--- config.mk ---
export PLATFORM = sky130hd
export DESIGN_NAME = stpf_cell
export DESIGN_NICKNAME = d
export VERILOG_FILES = /design/src/rtl/core/stpf_pkg.sv /design/src/rtl/core/stpf_cell.sv
export SDC_FILE = /design/constraint.sdc
export NUM_CORES = 1
export LEC_CHECK = 0
export ABC_AREA = 1
export BUFFER_PORTS_ARGS = -buffer_cell sky130_fd_sc_hd__clkbuf_2
export CORE_AREA = 3 3 40 42
export DETAILED_ROUTE_END_ITERATION = 7
export DIE_AREA = 0 0 43 45
export GPL_TIMING_DRIVEN = 0
export PLACE_DENSITY_LB_ADDON = 0.15
export SYNTH_ARGS = -nofsm -noshare
export SYNTH_HDL_FRONTEND = slang
export SYNTH_SLANG_ARGS = --single-unit
export TNS_END_PERCENT = 5
--- constraint.sdc ---
create_clock -name clk -period 0.96 [get_ports clk]
set_input_delay 0.192 -clock clk [delete_from_list [all_inputs] [get_ports clk]]
set_output_delay 0.192 -clock clk [all_outputs]
set_load 0.005 [all_outputs]
--- src/rtl/core/stpf_pkg.sv ---
package stpf_pkg;

	localparam int WINDOW_DEPTH  = 20;
	localparam int MATCH_AT      = WINDOW_DEPTH - 13;
	localparam int TAIL_LEN      = 5;
	localparam int POS_SAT       = 31;
	localparam int STAMP_MIN_POS = 19;
	localparam int HOUR_LIM      = 24;
	localparam int DAY_MAX       = 31;
	localparam int YEAR_MIN      = 20;
	localparam int YEAR_MAX      = 51;
	localparam int YEAR_BIAS     = 20;
	localparam int RES_W         = 51;
	localparam int OUT_TDATA_W   = ((RES_W + 7) / 8) * 8;

	typedef logic [7:0] char_t;

	localparam char_t CH_NUL   = 8'h00;
	localparam char_t CH_SPACE = 8'h20;
	localparam char_t CH_COLON = 8'h3A;
	localparam char_t CH_0     = 8'h30;
	localparam char_t CH_1     = 8'h31;
	localparam char_t CH_2     = 8'h32;
	localparam char_t CH_5     = 8'h35;
	localparam char_t CH_7     = 8'h37;
	localparam char_t CH_9     = 8'h39;
	localparam char_t CH_UP_A  = 8'h41;
	localparam char_t CH_UP_D  = 8'h44;
	localparam char_t CH_UP_F  = 8'h46;
	localparam char_t CH_UP_J  = 8'h4A;
	localparam char_t CH_UP_M  = 8'h4D;
	localparam char_t CH_UP_N  = 8'h4E;
	localparam char_t CH_UP_O  = 8'h4F;
	localparam char_t CH_UP_S  = 8'h53;
	localparam char_t CH_LO_A  = 8'h61;
	localparam char_t CH_LO_N  = 8'h6E;
	localparam char_t CH_LO_P  = 8'h70;
	localparam char_t CH_LO_R  = 8'h72;

	typedef enum logic [1:0] {
		PH_SCAN,
		PH_TAIL,
		PH_HELD
	} phase_t;

	typedef struct packed {
		char_t [WINDOW_DEPTH-1:0] win;
		logic                     matched;
		logic                     pos_ok;
	} snap_t;

	typedef struct packed {
		logic [15:0] fat_time;
		logic [15:0] fat_date;
		logic        stamp_valid;
		logic [5:0]  second;
		logic [5:0]  minute;
		logic [4:0]  hour;
		logic        clock_found;
	} result_t;

	function automatic logic in_range(char_t c, char_t lo, char_t hi);
		return (c >= lo) && (c <= hi);
	endfunction

	function automatic logic is_digit(char_t c);
		return in_range(c, CH_0, CH_9);
	endfunction

	function automatic logic [3:0] dig(char_t c);
		return 4'(c - CH_0);
	endfunction

	// tens * 10 + ones as shift-add
	function automatic logic [6:0] two_dig(char_t a, char_t b);
		logic [3:0] t;
		logic [3:0] o;
		t = dig(a);
		o = dig(b);
		return 7'({t, 3'b000}) + 7'({t, 1'b0}) + 7'(o);
	endfunction

endpackage

--- src/rtl/core/stpf_cell.sv ---
module stpf_cell
	import stpf_pkg::*;
(
	input  logic  clk,
	input  logic  arst_n,
	input  logic  shift,
	input  logic  clear,
	input  char_t din,
	output char_t dout
);

	char_t char_q;

	always_ff @(posedge clk or negedge arst_n) begin
		if (!arst_n) begin
			char_q <= CH_NUL;
		end else if (clear) begin
			char_q <= CH_NUL;
		end else if (shift) begin
			char_q <= din;
		end
	end

	assign dout = char_q;

endmodule

; ---- Yosys cells after proc, flatten, opt, wreduce, memory -nomap -nowiden
; Cells that the tools add are included.
[totals]
output_inout_bits = 8
inputBits = 12
elab_cells = 4
reg_bits = 8
[op_classes]
reduce_logical = 1
mux = 2
[ops]
columns = cell, n
row1 = 8-bit 2-to-1 mux, 2
row2 = 2-bit nonzero test, 1

; ---- Logic depth before layout (Yosys ltp)
[logic_depth]
word_depth = 2
ltp_mapped = 4
ltp_nobuf = 3

; ---- Worst setup path after synthesis
; Ideal clock, no wire load.
[synth_path]
path_type = input to register
start = in shift
end = reg char_q[0] (netlist: dout[0])
required_ns = 0.895
setup_slack_ns = 0.378
setup_time_ns = 0.065
arrival_ns = 0.517
n_path_buf = 1
cell_stages = 4
cell_sequence = buf_6 > nor2_8 > nand2_1 > nand2_1
[synth_between]
elab_chain_len = 1
[synth_lines]
columns = item, line_no
row1 = start: declaration, stpf_cell.sv:6  ; input logic shift,
row2 = 2-bit nonzero test (no source line), --
row3 = end signal: assignment, stpf_cell.sv:20  ; char_q <= din;
row4 = end: declaration, stpf_cell.sv:12  ; char_t char_q;
; No other way between the ends.
; A chain may end at the register's enable or synchronous reset.

; ---- Worst setup path after layout
[layout_path]
start = reg char_q[1] (netlist: dout[1])
end = out dout[1]
[layout_rtl]
columns = item, line_no
row1 = end: declaration, stpf_cell.sv:9  ; output char_t dout
; No word-level cell between the ends.

==> results.sh <==
export IMPL_min_from="din[7]"
export IMPL_grt_pass1_wl_um=1110
export IMPL_critPathSlowestCell="dfrtp_1"
export IMPL_drtIter0Drc=2
export IMPL_critPathKind="register to primary output"
export IMPL_ant_nets=0
export IMPL_max_stage_delay_ns=0.38
export IMPL_totalWireLength_um=731
export IMPL_antenna_found_initial=0
export IMPL_die_h_um=45
export IMPL_report_final_hold_viol_count=0
export IMPL_crit_fanout=2
export IMPL_fin_crit_ns=0.937
export IMPL_dieArea_um2=1940
export IMPL_cp_arrival_ns=0.75
export IMPL_clock_path_buffers=2
export IMPL_reg2reg_to="dout[0]"
export IMPL_clock_sinks=8
export IMPL_clk_pin_slew_worst_paths_ns=0.05
export IMPL_path_cells="clkbuf_2"
export IMPL_relSlewSlack=0.872
export IMPL_core_area_um2=1280
export IMPL_fmax_mhz=1070
export IMPL_timing_final_ws_setup_ns=0.0230
export IMPL_cp_data_required_time_ns=0.77
export IMPL_yosys_cell_types_count=6
export IMPL_hold_depth=3
export IMPL_synthToLayoutAreaGrowth_pct=44.4
export IMPL_p_per_area_nw_per_um2=1460
export IMPL_route_detailed_drc=0
export IMPL_netlist_area_um2=335
export IMPL_largest_reg_flops=8
export IMPL_place_ws_ns=0.265
export IMPL_syn_nets=47
export IMPL_finalMaxSlewViolations=0
export IMPL_worst_skew_pair_late_latency_ns=0.24
export IMPL_firstDrtPassIters=2
export IMPL_r2r_start="dout[0]"
export IMPL_p_total_w=0.000709
export IMPL_cts_resized_gates=0
export IMPL_vdd_drop_max_uv=814
export IMPL_wl_per_cell_um=10.0
export IMPL_drive_above_1_share=0.431
export IMPL_rrSetupSlack_ns=0.26
export IMPL_grt_pass1_vias=286
export IMPL_cts_buffers=3
export IMPL_avgSynthCellArea_um2=9.58
export IMPL_crit_family="flip-flops"
export IMPL_tightest_slew_ns=0.192
export IMPL_skew_ns=0
export IMPL_p_leak_nw=0.295
export IMPL_nets=72
export IMPL_drv_cap=0
export IMPL_numPortBuffers=18
export IMPL_grt_max_degree=10
export IMPL_ys_seq_area_frac=0.597
export IMPL_cts_htree_levels=1
export IMPL_io_pins=20
export IMPL_vias=304
export IMPL_rsz0062_at_grt="true"
export IMPL_track_usage=0.0834
export IMPL_fill_cells=143
export IMPL_worstSetupEndpointType="primary output"
export IMPL_gp_congestion=0.616
export IMPL_dp_cells=68
export IMPL_setup_viol=0
export IMPL_yosysWarnings=0
export IMPL_tns_ns=0
export IMPL_viasPerCell=4.16
export IMPL_cts_tree="built"
export IMPL_crit_buf_inv=1
export IMPL_fin_crit_sh=0.976
export IMPL_synth_cells=35
export IMPL_start_util=0.261
export IMPL_hp_class="primary input to register"
export IMPL_r2r_cells=3
export IMPL_die_width_um=43
export IMPL_ys_seq_elements=8
export IMPL_cts_root_buf="clkbuf_4"
export IMPL_row_count=13
export IMPL_min_to="dout[7]"
export IMPL_final_util=0.377
export IMPL_num_antenna_cells=0
export IMPL_stdcell_count=73
export IMPL_overflow=0
export IMPL_outcome="finished, final reports clean"
export IMPL_start_kind="register"
## worst max-delay path by stage
stage,startpoint,endpoint,slack (ns),cells after the start
2_1_floorplan,shift,dout[0],0.38,4
3_3_place_gp,clear,dout[6],0.27,4
3_5_place_dp,clear,dout[4],0.26,4
4_1_cts,dout[1],dout[1],0.01,1
5_1_grt,dout[1],dout[1],-0.007,1
6_report,dout[1],dout[1],0.02,1
## what timing repair did
item                                    CTS  global route
buffers inserted                          0             1
hold buffers                              1             0
endpoints found under the setup margin    0             4
hold endpoints to repair                  8             0
## routing by layer
metal  global-route usage  routed length (um)
met2                0.135                 351
met4               0.0361                   0
met3               0.0518                  81
met5                    0                   0
met1               0.0873                 298
## layout by cell type, fill, tap and decap left out
master         synthesis  routed
nand3_1                8       8
buf_6                  1       1
nand2_1               16      16
clkbuf_4               0       3
nor2_8                 1       1
clkbuf_2               0      18
dlygate4sd3_1          0       1
inv_2                  1       1
buf_4                  0       1
dfrtp_1                8       8
## synth_stat cells (all sizes together)
| cell type | count | area share |
|---|---|---|
| buf | 1 | 0.034 |
| dfrtp | 8 | 0.60 |
| inv | 1 | 0.011 |
| nand2 | 16 | 0.18 |
| nand3 | 8 | 0.12 |
| nor2 | 1 | 0.060 |
## power breakdown
group / internal (W) / switching, W
Sequential: 0.000357 / 0.00000976
Clock: 0.000142 / 0.000101
Combinational: 0.0000492 / 0.0000496
Total: 0.000548 / 0.000161
## kinds of logic (layout without fill, tap and decap cells)
kind of cell,after synthesis,after routing,share of synthesized area
buf+inv,2,25,0.0448
flops,8,8,0.597
simple gates,25,25,0.358
## through the flow
stage	hold slack [ns]	instance area (um^2)
after detailed placement	0.0431	444
after global routing	0.172	484
after floorplan	-0.104	335
final	0.175	484
after CTS	0.172	477
after global placement	0.0523	444
## layout make-up
class                   instances  area [um^2]  area share
flip-flops and latches          8          200       0.413
multi-input cells              25          120       0.248
repair buffers                 20          108       0.222
clock buffers                   3         22.5      0.0465
well taps                      15         18.8      0.0388
plain buffers                   1         11.3      0.0233
inverters                       1         3.75     0.00775
## worst min-delay path, cell delays in order
cell and delay [ns]:
clkbuf_2 0.08, nand3_1 0.07, nand2_1 0.05
(Power assumes the default switching activity.)
