===== src/rtl/core/stpf_pkg.sv =====
package stpf_pkg;

	localparam int WINDOW_DEPTH  = 20;
	localparam int MATCH_AT      = WINDOW_DEPTH - 13;
	localparam int TAIL_LEN      = 5;
	localparam int POS_SAT       = 31;
	localparam int STAMP_MIN_POS = 19;
	localparam int HOUR_LIM      = 24;
	localparam int DAY_MAX       = 31;
	localparam int YEAR_MIN      = 20;
	localparam int YEAR_MAX      = 51;
	localparam int YEAR_BIAS     = 20;
	localparam int RES_W         = 51;
	localparam int OUT_TDATA_W   = ((RES_W + 7) / 8) * 8;

	typedef logic [7:0] char_t;

	localparam char_t CH_NUL   = 8'h00;
	localparam char_t CH_SPACE = 8'h20;
	localparam char_t CH_COLON = 8'h3A;
	localparam char_t CH_0     = 8'h30;
	localparam char_t CH_1     = 8'h31;
	localparam char_t CH_2     = 8'h32;
	localparam char_t CH_5     = 8'h35;
	localparam char_t CH_7     = 8'h37;
	localparam char_t CH_9     = 8'h39;
	localparam char_t CH_UP_A  = 8'h41;
	localparam char_t CH_UP_D  = 8'h44;
	localparam char_t CH_UP_F  = 8'h46;
	localparam char_t CH_UP_J  = 8'h4A;
	localparam char_t CH_UP_M  = 8'h4D;
	localparam char_t CH_UP_N  = 8'h4E;
	localparam char_t CH_UP_O  = 8'h4F;
	localparam char_t CH_UP_S  = 8'h53;
	localparam char_t CH_LO_A  = 8'h61;
	localparam char_t CH_LO_N  = 8'h6E;
	localparam char_t CH_LO_P  = 8'h70;
	localparam char_t CH_LO_R  = 8'h72;

	typedef enum logic [1:0] {
		PH_SCAN,
		PH_TAIL,
		PH_HELD
	} phase_t;

	typedef struct packed {
		char_t [WINDOW_DEPTH-1:0] win;
		logic                     matched;
		logic                     pos_ok;
	} snap_t;

	typedef struct packed {
		logic [15:0] fat_time;
		logic [15:0] fat_date;
		logic        stamp_valid;
		logic [5:0]  second;
		logic [5:0]  minute;
		logic [4:0]  hour;
		logic        clock_found;
	} result_t;

	function automatic logic in_range(char_t c, char_t lo, char_t hi);
		return (c >= lo) && (c <= hi);
	endfunction

	function automatic logic is_digit(char_t c);
		return in_range(c, CH_0, CH_9);
	endfunction

	function automatic logic [3:0] dig(char_t c);
		return 4'(c - CH_0);
	endfunction

	// tens * 10 + ones as shift-add
	function automatic logic [6:0] two_dig(char_t a, char_t b);
		logic [3:0] t;
		logic [3:0] o;
		t = dig(a);
		o = dig(b);
		return 7'({t, 3'b000}) + 7'({t, 1'b0}) + 7'(o);
	endfunction

endpackage


===== src/rtl/core/stpf_eval.sv =====
module stpf_eval
	import stpf_pkg::*;
(
	input  snap_t   snap,
	output result_t res
);

	char_t [WINDOW_DEPTH-1:0] w;
	logic       is_1970;
	logic [6:0] hour;
	logic [6:0] minute;
	logic [6:0] second;
	logic [6:0] day;
	logic [6:0] year;
	logic [6:0] year_fat;
	logic [3:0] month;
	logic       clock_ok;
	logic       frame_ok;
	logic       day_ok;
	logic       stamp_ok;

	assign w = snap.win;

	always_comb begin
		case (w[0])
			CH_UP_A: month = (w[1] == CH_LO_P) ? 4'd4 : 4'd8;
			CH_UP_D: month = 4'd12;
			CH_UP_F: month = 4'd2;
			CH_UP_J: month = (w[1] == CH_LO_A) ? 4'd1 : ((w[2] == CH_LO_N) ? 4'd6 : 4'd7);
			CH_UP_M: month = (w[2] == CH_LO_R) ? 4'd3 : 4'd5;
			CH_UP_N: month = 4'd11;
			CH_UP_O: month = 4'd10;
			CH_UP_S: month = 4'd9;
			default: month = 4'd0;
		endcase
	end

	always_comb begin
		is_1970 = (w[MATCH_AT+8] == CH_SPACE) && (w[MATCH_AT+9] == CH_1) &&
		          (w[MATCH_AT+10] == CH_9) && (w[MATCH_AT+11] == CH_7) &&
		          (w[MATCH_AT+12] == CH_0);
		hour     = two_dig(w[MATCH_AT], w[MATCH_AT+1]);
		minute   = two_dig(w[MATCH_AT+3], w[MATCH_AT+4]);
		second   = two_dig(w[MATCH_AT+6], w[MATCH_AT+7]);
		clock_ok = snap.matched && !is_1970 && (hour < 7'(HOUR_LIM));

		frame_ok = snap.pos_ok && (w[MATCH_AT-1] == CH_SPACE) &&
		           (w[MATCH_AT-4] == CH_SPACE) && (w[MATCH_AT+8] == CH_SPACE) &&
		           (w[MATCH_AT+9] == CH_2) && (w[MATCH_AT+10] == CH_0) &&
		           is_digit(w[MATCH_AT+11]) && is_digit(w[MATCH_AT+12]);
		// day: one or two digits ending right before the space ahead of the time
		if (is_digit(w[MATCH_AT-3])) begin
			day = two_dig(w[MATCH_AT-3], w[MATCH_AT-2]);
		end else begin
			day = 7'(dig(w[MATCH_AT-2]));
		end
		day_ok = is_digit(w[MATCH_AT-2]) &&
		         (is_digit(w[MATCH_AT-3]) || (w[MATCH_AT-3] == CH_SPACE)) &&
		         (day != 7'd0) && (day <= 7'(DAY_MAX));
		year     = two_dig(w[MATCH_AT+11], w[MATCH_AT+12]);
		year_fat = year + 7'(YEAR_BIAS);
		stamp_ok = clock_ok && frame_ok && (month != 4'd0) && day_ok &&
		           (year >= 7'(YEAR_MIN)) && (year <= 7'(YEAR_MAX));
	end

	always_comb begin
		res             = '0;
		res.clock_found = clock_ok;
		if (clock_ok) begin
			res.hour   = hour[4:0];
			res.minute = minute[5:0];
			res.second = second[5:0];
		end
		res.stamp_valid = stamp_ok;
		if (stamp_ok) begin
			res.fat_date = {year_fat, month, day[4:0]};
			res.fat_time = {hour[4:0], minute[5:0], 5'b00000};
		end
	end

endmodule


===== config.mk =====
export PLATFORM = sky130hd
export DESIGN_NAME = stpf_eval
export DESIGN_NICKNAME = d
export VERILOG_FILES = /design/src/rtl/core/stpf_pkg.sv /design/src/rtl/core/stpf_eval.sv
export SDC_FILE = /design/constraint.sdc
export NUM_CORES = 1
export LEC_CHECK = 0
export BUFFER_PORTS_ARGS = -buffer_cell sky130_fd_sc_hd__buf_4
export CELL_PAD_IN_SITES_DETAIL_PLACEMENT = 1
export CELL_PAD_IN_SITES_GLOBAL_PLACEMENT = 2
export CORE_ASPECT_RATIO = 1.2
export CORE_MARGIN = 5
export CORE_UTILIZATION = 21
export DETAILED_ROUTE_END_ITERATION = 6
export PLACE_DENSITY = 0.91
export SYNTH_ARGS = -nofsm -noshare
export SYNTH_HDL_FRONTEND = slang
export SYNTH_SLANG_ARGS = --single-unit

===== constraint.sdc =====
create_clock -name vclk -period 19.5
set_input_delay 5.85 -clock vclk [all_inputs]
set_output_delay 5.85 -clock vclk [all_outputs]
set_load 0.05 [all_outputs]

=== After elaboration in Yosys (flattened, before gate mapping) ===
Index checks and enable logic that the tools add are counted.

* Add/sub/neg operators: 21
* $lt $le $gt $ge: 12
* Equality and inequality tests: 22
* Mux-type cells: 8
* Reductions and logical operators: 29

{| class="wikitable"
|+ Operators with widths
! kind !! count
|-
| $eq A8 B7 Y1 const B || 12
|-
| $eq A8 B6 Y1 const B || 10
|-
| $sub A4 B1 Y4 const B || 10
|-
| $ge A8 B6 Y1 const B || 4
|-
| $le A8 B6 Y1 const B || 4
|-
| $mux W32 || 1
|-
| $pmux W4 S8 || 1
|-
| $logic_and A1 B1 Y1 || 25
|-
| $add A7 B4 Y7 || 3
|-
| $add A7 B5 Y7 || 3
|-
| $mux W17 || 1
|-
| $add A6 B4 Y6 || 2
|-
| $add A6 B5 Y6 || 2
|-
| $add A7 B5 Y7 const B || 1
|-
| $ge A7 B5 Y1 const B || 1
|-
| $le A7 B5 Y1 const B || 1
|-
| $le A7 B6 Y1 const B || 1
|-
| $lt A7 B5 Y1 const B || 1
|-
| $mux W7 || 1
|-
| $reduce_bool A7 Y1 || 1
|-
| $mux W3 || 2
|-
| $mux W4 || 1
|-
| $reduce_bool A4 Y1 || 1
|-
| $logic_not A1 Y1 || 1
|-
| other kinds (2) || 2
|}

* Bits in registers: 0
* Input bits: 162
* Output and inout port bits: 51

=== Depth between registers and ports, before layout ===
* Word-level depth: 14
* Depth in mapped cells: 11
* Gate-level depth less buffers: 10

=== Worst setup path before layout ===
No wires, ideal clock.

* Path kind: input to output
* Start: input snap[58] (netlist name)
* End: output res[45] (netlist name)
* Data arrival time: 9,865 ps
* Setup slack: 3,785 ps
* Stages on the path: 9
* Path buffers: 0
* Path through: inv_1 > fa_1 > inv_1 > ha_1 > and3_4 > or3_4 > a2111oi_4 > and3_2 > nor4b_1

{| class="wikitable"
|+ RTL lines
! element !! line !! source
|-
| from (decl) || stpf_eval.sv:4 || <nowiki>input snap_t snap,</nowiki>
|-
| to (decl) || stpf_eval.sv:5 || <nowiki>output result_t res</nowiki>
|}

==> results.toml <==
[run_status]
status = "finished clean"

[synthesis]
yosysWarnings = 0
syn_area_per_cell_um2 = 8.27
synth_largest_area_cell = "ha_1"
synth_top_area_share_pct = 17.9
netlist_area_um2 = 2510
synthMostInstantiatedCell = "ha_1"
synth_area_leaders = "ha_1 (18%), fa_1 (8.0%), nor4_2 (7.0%)"
synth_cells = 304
ys_top_cells_by_count = "ha_1 (36), inv_1 (24), nand3_1 (20)"
yosysUniqueCellTypes = 66
ys_seq_area_share_pct = 0

[clock_network]
cts_resized = 0
cts_hold_repair.buffers = 0
post_cts_buffers = 0

[drt]
first_iter_violations = 39
antenna_left = 0
drt-total-wl_um = 10500
dr_total_vias = 3057
detail_route.wl_per_cell_um = 17.1
dr.pass1.iters = 4
viasPerCell = 4.99
drc_errors = 0

[power_and_ir_drop]
p_int_uw = 45.2
pwr-share-clk_pct = 0
switching_share_pct = 56.7
power_frac_comb_pct = 100.0
max-vdd-ir-drop_uv = 11.3
seq_power_share_pct = 0
power_uw = 104
p_per_area_nw_per_um2 = 27.1
p_leak_uw = 0.00177
switchingPower_uw = 59.1

[layout]
num_antenna_cells = 0
syn2layout_area_growth_pct = 53.2
seq_cells = 0
layout-drive-gt1-share_pct = 43.4
nets = 666
clkbuf_count = 0
fin_cells = 613
regArea_um2 = 0

[sta]
hold_ws_ns = 12.10
fin_crit_ns = 15.31
grt_setup_unrepaired = "no"
hold_violations = 0
worst_pin_slew_ns = 0.983
tns_ns = 0
final.period_utilization_pct = 78.5
drv_slew = 0
setup_ws_ns = 4.19
fmax_mhz = 65.3
setup_viol_count_final = 0
slew_headroom_pct = 34.5

[floorplanning]
io_pins = 213
die_x_um = 110
start_util_pct = 21.6
fp-row-count = 43
dieArea_um2 = 14300
chipHeight_um = 130
coreArea_um2 = 11600

[place]
place_ws_ns = 4.14
portBuffers = 168
routabilityCongestion = 0.808
dp_hpwl_um = 9070
dp_cells = 613

[job]
max_cap_violations = 0

[setup_path]
crit_type = "in -> out"
cp_max_fo = 25
worst-endpoint-arrival_ns = 9.46
cp_cell_sequence = "buf_4 > fa_1 > fa_1 > inv_1 > ha_1 > inv_1 > o311ai_0 > a22o_1 > o311ai_0 > nor4_1 > buf_4"
cpPeakStageDelay_ns = 0.84
startpoint_type = "primary input"
cp_data_required_time_ns = 13.65
cp_slowest_cell = "a22o_1"
end_kind = "output port"

[grt]
grt_use_total_pct = 13.9
grt_overflow = 0
antenna_found_initial = 0
grt_max_degree = 29
grt_pass1_vias = 3385
grt_first_pass_wirelength_um = 16600

[hold_path]
hp-class = "in -> out"
==> placed cells by master, fill, tap and decap left out, types with 3 or more instances in the layout <==
| cell | count |
|---|---|
| nand2_1 | 7 |
| inv_1 | 24 |
| conb_1 | 5 |
| nor2b_1 | 3 |
| nand3b_1 | 5 |
| nor2_1 | 11 |
| buf_4 | 170 |
| or4_1 | 5 |
| nand2b_1 | 3 |
| nor3_1 | 5 |
| nor4bb_1 | 5 |
| nand3_1 | 20 |
| xor2_1 | 4 |
| a21o_1 | 5 |
| nor4_2 | 14 |
| o211ai_1 | 4 |
| nand4_1 | 5 |
| and3_1 | 13 |
| or3_1 | 3 |
| a21oi_1 | 10 |
| nor4b_1 | 8 |
| xnor2_1 | 7 |
| o21ai_0 | 10 |
| nor4_1 | 18 |
| ha_1 | 36 |
| fa_1 | 10 |
==> cell type report <==
cell class | instances | area (um2)
repair buffers | 170 | 1280
fillers | 1459 | 7770
multi-input cells | 262 | 2290
well taps | 157 | 196
inverters | 24 | 90.1
==> logic make-up (layout without fill, tap and decap cells) <==
family	Yosys count	in the layout	share of synthesized area (%)
and+or+nand+nor	144	144	41.8
buffers and inverters	46	194	9.56
xor gates and xnor gates	12	12	4.78
muxes	3	3	1.29
adders and majority gates	46	46	25.9
AOI/OAI and AO/OA	52	52	16.6
other	1	5	0.149
==> critical path, delay by kind of cell <==
family | cells | cell delay (ns)
AND/OR/NAND/NOR | 1 | 0.29
adder cells (fa/ha/maj) | 3 | 1.25
AO/OA/AOI/OAI | 3 | 1.49
buffers and inverters | 4 | 0.56
==> metrics by stage <==
stage               util (%)  instance area, um2
floorplan                  -                2530
global placement        33.1                3850
detailed placement      33.1                3850
CTS                     33.1                3850
global route            33.1                3850
finish                  33.1                3850
==> final timing paths <==
path	from	to	slack (ns)	cells after the start
worst max-delay path	snap[146]	res[26]	4.19	11
worst min-delay path	snap[114]	res[12]	12.10	3
==> power groups by stage <==
stage | Sequential (uW) | Combinational (uW) | Clock (uW)
finish | 0 | 104 | 0
global route | 0 | 115 | 0
CTS | 0 | 106 | 0
detailed placement | 0 | 105 | 0
global placement | 0 | 101 | 0
floorplan | 0 | 66.8 | 0
==> metal layers <==
layer,routed length [um],share of wire (%),up-vias,GRT usage (%)
met5,0,0,-,0
met2,5580,53,108,27.5
met4,22,0.21,0,0.514
met1,4190,40,1467,16.7
met3,705,6.7,2,1.58
li1,-,-,1480,-
No activity file was read; power rests on OpenSTA's default activity.
